$ cat config.mk
export PLATFORM = sky130hd
export DESIGN_NAME = lsb_stego_embedder_unit
export DESIGN_NICKNAME = d
export VERILOG_FILES = /design/src/rtl/lse_pkg.sv /design/src/rtl/lse_cfg_regs.sv /design/src/rtl/lse_frame_step.sv /design/src/rtl/lsb_stego_embedder_unit.sv
export SDC_FILE = /design/constraint.sdc
export NUM_CORES = 1
export LEC_CHECK = 0
export BUFFER_PORTS_ARGS = -buffer_cell sky130_fd_sc_hd__buf_2
export CAP_MARGIN = 10
export CORE_MARGIN = 3
export CORE_UTILIZATION = 50
export DETAILED_ROUTE_END_ITERATION = 6
export PLACE_DENSITY = 0.68
export SETUP_SLACK_MARGIN = 0.4
export SKIP_CTS_REPAIR_TIMING = 1
export SLEW_MARGIN = 10
export SYNTH_ARGS = -nofsm -noshare
export SYNTH_HDL_FRONTEND = slang
export SYNTH_SLANG_ARGS = --single-unit
$ cat constraint.sdc
create_clock -name clk -period 8.31 [get_ports clk]
set_input_delay 0.4155 -clock clk [delete_from_list [all_inputs] [get_ports clk]]
set_output_delay 0.4155 -clock clk [all_outputs]
set_load 0.02 [all_outputs]
$ cat src/rtl/lse_pkg.sv
// shared types, constants and helper functions for the lsb stego embedder
// no dependencies; used by every module of the block by scoped name
`default_nettype none

package lse_pkg;

	// carrier bytes passed through untouched before the hidden frame
	localparam int HEADER_BYTES = 54;

	localparam int BIT_COUNT_W = 35;

	// phase codes
	localparam logic [2:0] PH_HEADER = 3'd0;
	localparam logic [2:0] PH_MAGIC  = 3'd1;
	localparam logic [2:0] PH_EXTLEN = 3'd2;
	localparam logic [2:0] PH_EXT    = 3'd3;
	localparam logic [2:0] PH_SIZE   = 3'd4;
	localparam logic [2:0] PH_DATA   = 3'd5;
	localparam logic [2:0] PH_PASS   = 3'd6;

	// configuration register indexes
	localparam logic [2:0] REG_MAGIC_WORD  = 3'd0;
	localparam logic [2:0] REG_MAGIC_LEN   = 3'd1;
	localparam logic [2:0] REG_EXTN_WORD   = 3'd2;
	localparam logic [2:0] REG_EXTN_LEN    = 3'd3;
	localparam logic [2:0] REG_SECRET_SIZE = 3'd4;

	localparam logic [3:0] MAGIC_LEN_RESET = 4'd2;

	typedef struct packed {
		logic [7:0] carrier_byte;
		logic [7:0] payload_byte;
		logic       frame_start;
	} in_item_t;

	typedef struct packed {
		logic [7:0] stego_byte;
		logic       payload_taken;
		logic [2:0] phase_code;
	} out_item_t;

	typedef struct packed {
		logic [63:0] magic_word;
		logic [3:0]  magic_len;
		logic [63:0] extn_word;
		logic [3:0]  extn_len;
		logic [31:0] secret_size;
	} cfg_t;

	typedef struct packed {
		logic [2:0]             phase;
		logic [BIT_COUNT_W-1:0] bit_count;
		logic [7:0]             payload_shift;
	} step_state_t;

	// byte counts above eight saturate
	function automatic logic [3:0] clamp8(input logic [3:0] n);
		return (n > 4'd8) ? 4'd8 : n;
	endfunction

	// phase length in carrier bytes; passthrough has none
	function automatic logic [BIT_COUNT_W-1:0] phase_len(input logic [2:0] ph, input cfg_t c);
		logic [BIT_COUNT_W-1:0] len;
		case (ph)
			PH_HEADER: len = BIT_COUNT_W'(HEADER_BYTES);
			PH_MAGIC:  len = {{(BIT_COUNT_W-7){1'b0}}, clamp8(c.magic_len), 3'b000};
			PH_EXTLEN: len = BIT_COUNT_W'(32);
			PH_EXT:    len = {{(BIT_COUNT_W-7){1'b0}}, clamp8(c.extn_len), 3'b000};
			PH_SIZE:   len = BIT_COUNT_W'(32);
			PH_DATA:   len = {c.secret_size, 3'b000};
			default:   len = '0;
		endcase
		return len;
	endfunction

endpackage

`default_nettype wire

$ cat src/rtl/lse_cfg_regs.sv
// configuration register file of the lsb stego embedder
// depends on lse_pkg for the register indexes and cfg_t
`default_nettype none

module lse_cfg_regs (
	input  wire logic          clk,
	input  wire logic          arst_n,
	input  wire logic          cfg_valid,
	output logic               cfg_ready,
	input  wire logic [2:0]    cfg_index,
	input  wire logic [63:0]   cfg_data,
	output lse_pkg::cfg_t      cfg
);

	lse_pkg::cfg_t cfg_q;

	assign cfg_ready = 1'b1;
	assign cfg       = cfg_q;

	always_ff @(posedge clk or negedge arst_n) begin
		if (!arst_n) begin
			cfg_q.magic_word  <= '0;
			cfg_q.magic_len   <= lse_pkg::MAGIC_LEN_RESET;
			cfg_q.extn_word   <= '0;
			cfg_q.extn_len    <= '0;
			cfg_q.secret_size <= '0;
		end else if (cfg_valid) begin
			case (cfg_index)
				lse_pkg::REG_MAGIC_WORD:  cfg_q.magic_word  <= cfg_data;
				lse_pkg::REG_MAGIC_LEN:   cfg_q.magic_len   <= cfg_data[3:0];
				lse_pkg::REG_EXTN_WORD:   cfg_q.extn_word   <= cfg_data;
				lse_pkg::REG_EXTN_LEN:    cfg_q.extn_len    <= cfg_data[3:0];
				lse_pkg::REG_SECRET_SIZE: cfg_q.secret_size <= cfg_data[31:0];
				default: ;
			endcase
		end
	end

endmodule

`default_nettype wire

$ cat src/rtl/lse_frame_step.sv
// per-byte frame logic: phase skip, bit select, lsb insert and next state
// depends on lse_pkg for types, phase codes and phase_len
`default_nettype none

module lse_frame_step (
	input  wire lse_pkg::cfg_t        cfg,
	input  wire lse_pkg::step_state_t cur,
	input  wire lse_pkg::in_item_t    item,
	output lse_pkg::step_state_t      nxt,
	output lse_pkg::out_item_t        res
);

	logic [2:0]                      p0;
	logic [lse_pkg::BIT_COUNT_W-1:0] bc0;
	logic [2:0]                      ph;
	logic [lse_pkg::BIT_COUNT_W-1:0] bc;
	logic [lse_pkg::BIT_COUNT_W-1:0] len;
	logic [lse_pkg::BIT_COUNT_W-1:0] bc_inc;
	logic                            found;
	logic [5:0]                      pos;
	logic [31:0]                     ext_len32;
	logic [7:0]                      shift_n;
	logic                            bit_v;
	logic                            taken;

	always_comb begin
		p0  = item.frame_start ? lse_pkg::PH_HEADER : cur.phase;
		bc0 = item.frame_start ? '0 : cur.bit_count;
		if (p0 > lse_pkg::PH_PASS)
			p0 = lse_pkg::PH_PASS;

		// finished phase: jump to the next phase with a non-zero length
		ph    = p0;
		bc    = bc0;
		found = 1'b0;
		if (p0 != lse_pkg::PH_PASS && bc0 >= lse_pkg::phase_len(p0, cfg)) begin
			bc = '0;
			ph = lse_pkg::PH_PASS;
			for (int k = 1; k < 6; k++) begin
				if (!found && 3'(k) > p0 && lse_pkg::phase_len(3'(k), cfg) != '0) begin
					ph    = 3'(k);
					found = 1'b1;
				end
			end
		end

		len       = lse_pkg::phase_len(ph, cfg);
		pos       = bc[5:0];
		ext_len32 = {28'd0, lse_pkg::clamp8(cfg.extn_len)};
		shift_n   = cur.payload_shift;
		taken     = 1'b0;
		bit_v     = 1'b0;
		case (ph)
			lse_pkg::PH_MAGIC:  bit_v = cfg.magic_word[pos];
			lse_pkg::PH_EXTLEN: bit_v = ext_len32[pos[4:0]];
			lse_pkg::PH_EXT:    bit_v = cfg.extn_word[pos];
			lse_pkg::PH_SIZE:   bit_v = cfg.secret_size[pos[4:0]];
			lse_pkg::PH_DATA: begin
				// new data byte latched on its first carrier byte
				if (bc[2:0] == 3'd0) begin
					shift_n = item.payload_byte;
					taken   = 1'b1;
				end
				bit_v = shift_n[bc[2:0]];
			end
			default: bit_v = 1'b0;
		endcase

		if (ph == lse_pkg::PH_HEADER || ph == lse_pkg::PH_PASS)
			res.stego_byte = item.carrier_byte;
		else
			res.stego_byte = {item.carrier_byte[7:1], bit_v};
		res.payload_taken = taken;
		res.phase_code    = ph;

		bc_inc            = bc + lse_pkg::BIT_COUNT_W'(1);
		nxt.payload_shift = shift_n;
		if (ph != lse_pkg::PH_PASS) begin
			if (bc_inc >= len) begin
				nxt.phase     = ph + 3'd1;
				nxt.bit_count = '0;
			end else begin
				nxt.phase     = ph;
				nxt.bit_count = bc_inc;
			end
		end else begin
			nxt.phase     = ph;
			nxt.bit_count = bc;
		end
	end

endmodule

`default_nettype wire

$ cat src/rtl/lsb_stego_embedder_unit.sv
// top level of the lsb stego embedder: input register, frame logic, result register
// depends on lse_pkg, lse_cfg_regs and lse_frame_step
//
// usage
//  - carrier channel (carrier_valid/carrier_ready/carrier_item): one image byte
//    per transfer with the next secret byte and a frame_start flag
//  - stego channel (stego_valid/stego_ready/stego_item): one result per carrier
//    byte, in order, with the output byte, payload_taken and the phase code
//  - cfg channel (cfg_valid/cfg_ready/cfg_index/cfg_data): register writes,
//    always ready; write only while no carrier byte is in flight
//  - path: a carrier byte goes through the input register, then the result
//    register, which offers its result on the stego channel
//  - throughput: one byte per cycle while stego_ready is high; the frame state
//    is updated in the same cycle the byte moves from input to result register
//  - the first 54 bytes after frame_start pass unchanged, then one frame bit
//    goes into each byte's lsb, then bytes pass unchanged again
//  - reset: pipeline empty, header phase, count zero, magic_len two,
//    other registers zero
//  - stall: with stego_ready low the result holds; the input register takes one
//    more byte only if it was empty, then carrier_ready drops
`default_nettype none

module lsb_stego_embedder_unit (
	input  wire logic               clk,
	input  wire logic               arst_n,
	// carrier input channel
	input  wire logic               carrier_valid,
	output logic                    carrier_ready,
	input  wire lse_pkg::in_item_t  carrier_item,
	// stego output channel
	output logic                    stego_valid,
	input  wire logic               stego_ready,
	output lse_pkg::out_item_t      stego_item,
	// configuration write channel
	input  wire logic               cfg_valid,
	output logic                    cfg_ready,
	input  wire logic [2:0]         cfg_index,
	input  wire logic [63:0]        cfg_data
);

	lse_pkg::cfg_t        cfg;
	lse_pkg::step_state_t state_q;
	lse_pkg::step_state_t state_next;
	lse_pkg::in_item_t    item_s1;
	logic                 valid_s1;
	lse_pkg::out_item_t   item_s2;
	lse_pkg::out_item_t   result;
	logic                 valid_s2;
	logic                 advance;

	lse_cfg_regs u_cfg (
		.clk       (clk),
		.arst_n    (arst_n),
		.cfg_valid (cfg_valid),
		.cfg_ready (cfg_ready),
		.cfg_index (cfg_index),
		.cfg_data  (cfg_data),
		.cfg       (cfg)
	);

	lse_frame_step u_step (
		.cfg  (cfg),
		.cur  (state_q),
		.item (item_s1),
		.nxt  (state_next),
		.res  (result)
	);

	// byte in stage one moves on when the result register is free or drained
	assign advance       = valid_s1 && (!valid_s2 || stego_ready);
	assign carrier_ready = !valid_s1 || advance;
	assign stego_valid   = valid_s2;
	assign stego_item    = item_s2;

	// input register
	always_ff @(posedge clk or negedge arst_n) begin
		if (!arst_n) begin
			valid_s1 <= 1'b0;
		end else if (carrier_ready) begin
			valid_s1 <= carrier_valid;
		end
	end

	always_ff @(posedge clk) begin
		if (carrier_valid && carrier_ready) begin
			item_s1 <= carrier_item;
		end
	end

	// frame state, updated once per byte that leaves stage one
	always_ff @(posedge clk or negedge arst_n) begin
		if (!arst_n) begin
			state_q <= '0;
		end else if (advance) begin
			state_q <= state_next;
		end
	end

	// result register
	always_ff @(posedge clk or negedge arst_n) begin
		if (!arst_n) begin
			valid_s2 <= 1'b0;
		end else if (advance) begin
			valid_s2 <= 1'b1;
		end else if (stego_ready) begin
			valid_s2 <= 1'b0;
		end
	end

	always_ff @(posedge clk) begin
		if (advance) begin
			item_s2 <= result;
		end
	end

endmodule

`default_nettype wire
==> flow_metrics.tcl <==
set metrics [dict create \
    ios 104 \
    fp-row-count 61 \
    slew_viol_final 0 \
    drc 6 \
    hold_path_class "in2reg" \
    arrival_ns 7.80 \
    drv_cap 0 \
    ant_nets 0 \
    async_reset_ff_share_pct 88.2 \
    antenna_found_initial 1 \
    syn_to_final_growth_pct 14.4 \
    hold_end "item_s1[2]$_DFFE_PP_" \
    crit_buf_inv 4 \
    synth_edf_count 29 \
    p_per_area_nw_per_um2 244 \
    drive_above_1_share_pct 27.8 \
    num_vias 11500 \
    cts_root_buf "clkbuf_16" \
    outcome "complete, but fails checks" \
    endpoint_kind "register" \
    clockBufferDepth 3 \
    violations "design-rule violations" \
    finalCritPeriodShare_pct 88.0 \
    antenna_cells 0 \
    numPortBuffers 102 \
    max-vdd-ir-drop_mv 0.200 \
    maxSlewHeadroom_pct 28.4 \
    setup_tns_ns 0 \
    max_stage_delay_ns 0.54 \
    grt_pass1_wl_mm 66.1 \
    clk_latency_ns 0.58 \
    start_util_pct 51.1 \
    path_clk_slew_ns 0.06 \
    ys_ff_latch 245 \
    synth.cell_area_um2 14300 \
    period_minus_slack_ns 7.31 \
    grt_pass1_vias 11300 \
    ys_warn_count 0 \
    overflow 0 \
    grt_max_degree 87 \
    reg2reg_depth 31 \
    die_h_um 175 \
    holdPathStages 1 \
    cts_sinks 245 \
    ys_types 78 \
    finalClockSkew_ns 0.0258 \
    worst_slew_pin_slew_ns 1.06 \
    cts_tree "done" \
    ys_seq_area_share_pct 43.9 \
    finalHoldViolations 0 \
    die-area_um2 30700 \
    rsz0062_at_grt "true" \
    avgSynthCellArea_um2 10.6 \
    wl_per_cell_um 22.9 \
    first_pass_iters 7 \
    filler_cell_count 2404 \
    critPathTopFamily "compound AO/OA/AOI/OAI gates" \
    crit_type "reg2reg" \
    via_per_inst 6.20 \
    power_uw 4000 \
    worst_setup_path_start_kind "register" \
    gp_congestion 0.941 \
    numCtsBuffers 28 \
    drt_iter0_drc 1130 \
    crit_fanout 29 \
    track_usage_pct 27.3 \
    wl_mm 42.5 \
    core_area_um2 28000 \
    cp_slowest_cell "and2_1" \
    p_leak_uw 0.00713 \
    cp_data_required_time_ns 8.79 \
    setup_violations 0 \
    htree_num_levels 1 \
    synth_ff_type "dfrtp_1" \
    nets 1620 \
    min_from "carrier_item[2]" \
    r2r_slack_ns 1.0 \
    r2r_start "state_q[43]$_DFFE_PN0P_" \
    dp_hpwl_mm 30.2 \
    syn_nets 1515 \
    rr_endpoint "state_q[44]$_DFFE_PN0P_" \
    synthCells 1350 \
    fmax_ghz 0.137 \
    die_width_um 175 \
    path_common_cell "a21o_1" \
]
-- metal layers --
metal / global-route usage [%] / up-vias / share of wire (%)
li1: - / 5201 / -
met5: 0 / - / 0.016
met2: 43.0 / 516 / 46
met3: 4.56 / 92 / 8.2
met4: 8.58 / 2 / 3.2
met1: 38.9 / 5689 / 43
-- cell usage after synthesis, types with 5 or more instances --
cell / n / area (um2)
nand2b_1: 10 / 62.6
mux2i_1: 38 / 380
a31oi_1: 19 / 119
edfxtp_1: 29 / 871
dfrtp_1: 215 / 5380
o211ai_1: 5 / 37.5
o22ai_1: 16 / 100
o221ai_1: 8 / 70.1
nor2b_1: 43 / 269
nor2_1: 70 / 263
xnor2_1: 14 / 123
a22o_1: 17 / 149
o21a_1: 8 / 60.1
nand4_1: 19 / 119
buf_1: 8 / 30.0
a211oi_1: 14 / 105
a221oi_1: 5 / 43.8
and3_1: 9 / 56.3
a21o_1: 18 / 135
and2_1: 7 / 43.8
nor4_1: 16 / 100
clkbuf_1: 47 / 176
a21oi_1: 55 / 275
buf_2: 7 / 35.0
mux2_2: 192 / 2160
nand3_1: 43 / 215
o311ai_0: 5 / 43.8
nand2_1: 166 / 623
o21ai_0: 46 / 230
xor2_1: 16 / 140
a211o_1: 6 / 52.6
or3_1: 5 / 31.3
inv_1: 15 / 56.3
nor3_1: 9 / 45.0
ha_1: 76 / 951
-- per-stage QoR --
stage,std cells,cell area [um2],utilization [%],hold WS [ns],worst slack (ns)
2_1_floorplan,1350,14300,-,0.120,0.811
3_3_place_gp,1798,15300,54.7,0.400,0.927
3_5_place_dp,1798,15300,54.7,0.405,0.608
4_1_cts,1849,16300,58.1,-0.142,0.598
5_1_grt,1854,16400,58.4,0.00416,0.352
6_report,1854,16400,58.4,0.0146,0.996
-- registers in the layout, summed over array words and instances (netlist names) --
register     count
stego_item      12
state_q         46
stego_valid      1
u_cfg.cfg      168
valid_s1         1
item_s1         17
-- report_power, final --
part / total (uW) / switching, uW / internal [uW]
Sequential: 1610 / 186 / 1430
Clock: 1270 / 508 / 761
Combinational: 1110 / 640 / 473
-- cells in the final DEF (no fill, tap or decap), types with 19 or more instances in the layout --
cell type	netlist	routed
a21oi_1	55	55
a31oi_1	19	19
buf_2	7	101
buf_4	3	34
clkbuf_16	0	28
dfrtp_1	215	214
edfxtp_1	29	29
ha_1	76	76
mux2_2	192	192
mux2i_1	38	38
nand2_1	166	166
nand3_1	43	43
nand4_1	19	19
nor2_1	70	70
nor2b_1	43	43
o21ai_0	46	46
-- worst max-delay path by stage --
| stage | from | endpoint | slack, ns | cells after the start |
|---|---|---|---|---|
| CTS | item_s1[0]$_DFFE_PP_ | state_q[40]$_DFFE_PN0P_ | 0.60 | 31 |
| global placement | item_s1[0]$_DFFE_PP_ | state_q[36]$_DFFE_PN0P_ | 0.93 | 29 |
| detailed placement | item_s1[0]$_DFFE_PP_ | state_q[36]$_DFFE_PN0P_ | 0.61 | 31 |
| global route | state_q[43]$_DFFE_PN0P_ | state_q[35]$_DFFE_PN0P_ | 0.35 | 32 |
| floorplan | item_s1[0]$_DFFE_PP_ | state_q[36]$_DFFE_PN0P_ | 0.81 | 31 |
| finish | state_q[43]$_DFFE_PN0P_ | state_q[44]$_DFFE_PN0P_ | 1.0 | 31 |
-- final cells by class --
cell class              instances  area, um2  share of cell area (%)
clock inverters                11        161                   0.986
clock buffers                  40        796                    4.86
multi-input cells            1021       7760                    47.4
inverters                      19       71.3                   0.436
well taps                     378        473                    2.89
repair buffers                140        826                    5.05
flip-flops and latches        245       6280                    38.4
-- cells by family after synthesis --
| logic type | share of synthesized area, % |
|---|---|
| AO/OA/AOI/OAI | 12.5 |
| XOR/XNOR | 1.84 |
| adder cells (fa/ha/maj) | 6.65 |
| buffers and inverters | 2.34 |
| flip-flops | 43.9 |
| multiplexers | 18.1 |
| other | 0.0262 |
| AND/OR/NAND/NOR | 14.6 |
(Power assumes the default switching activity.)
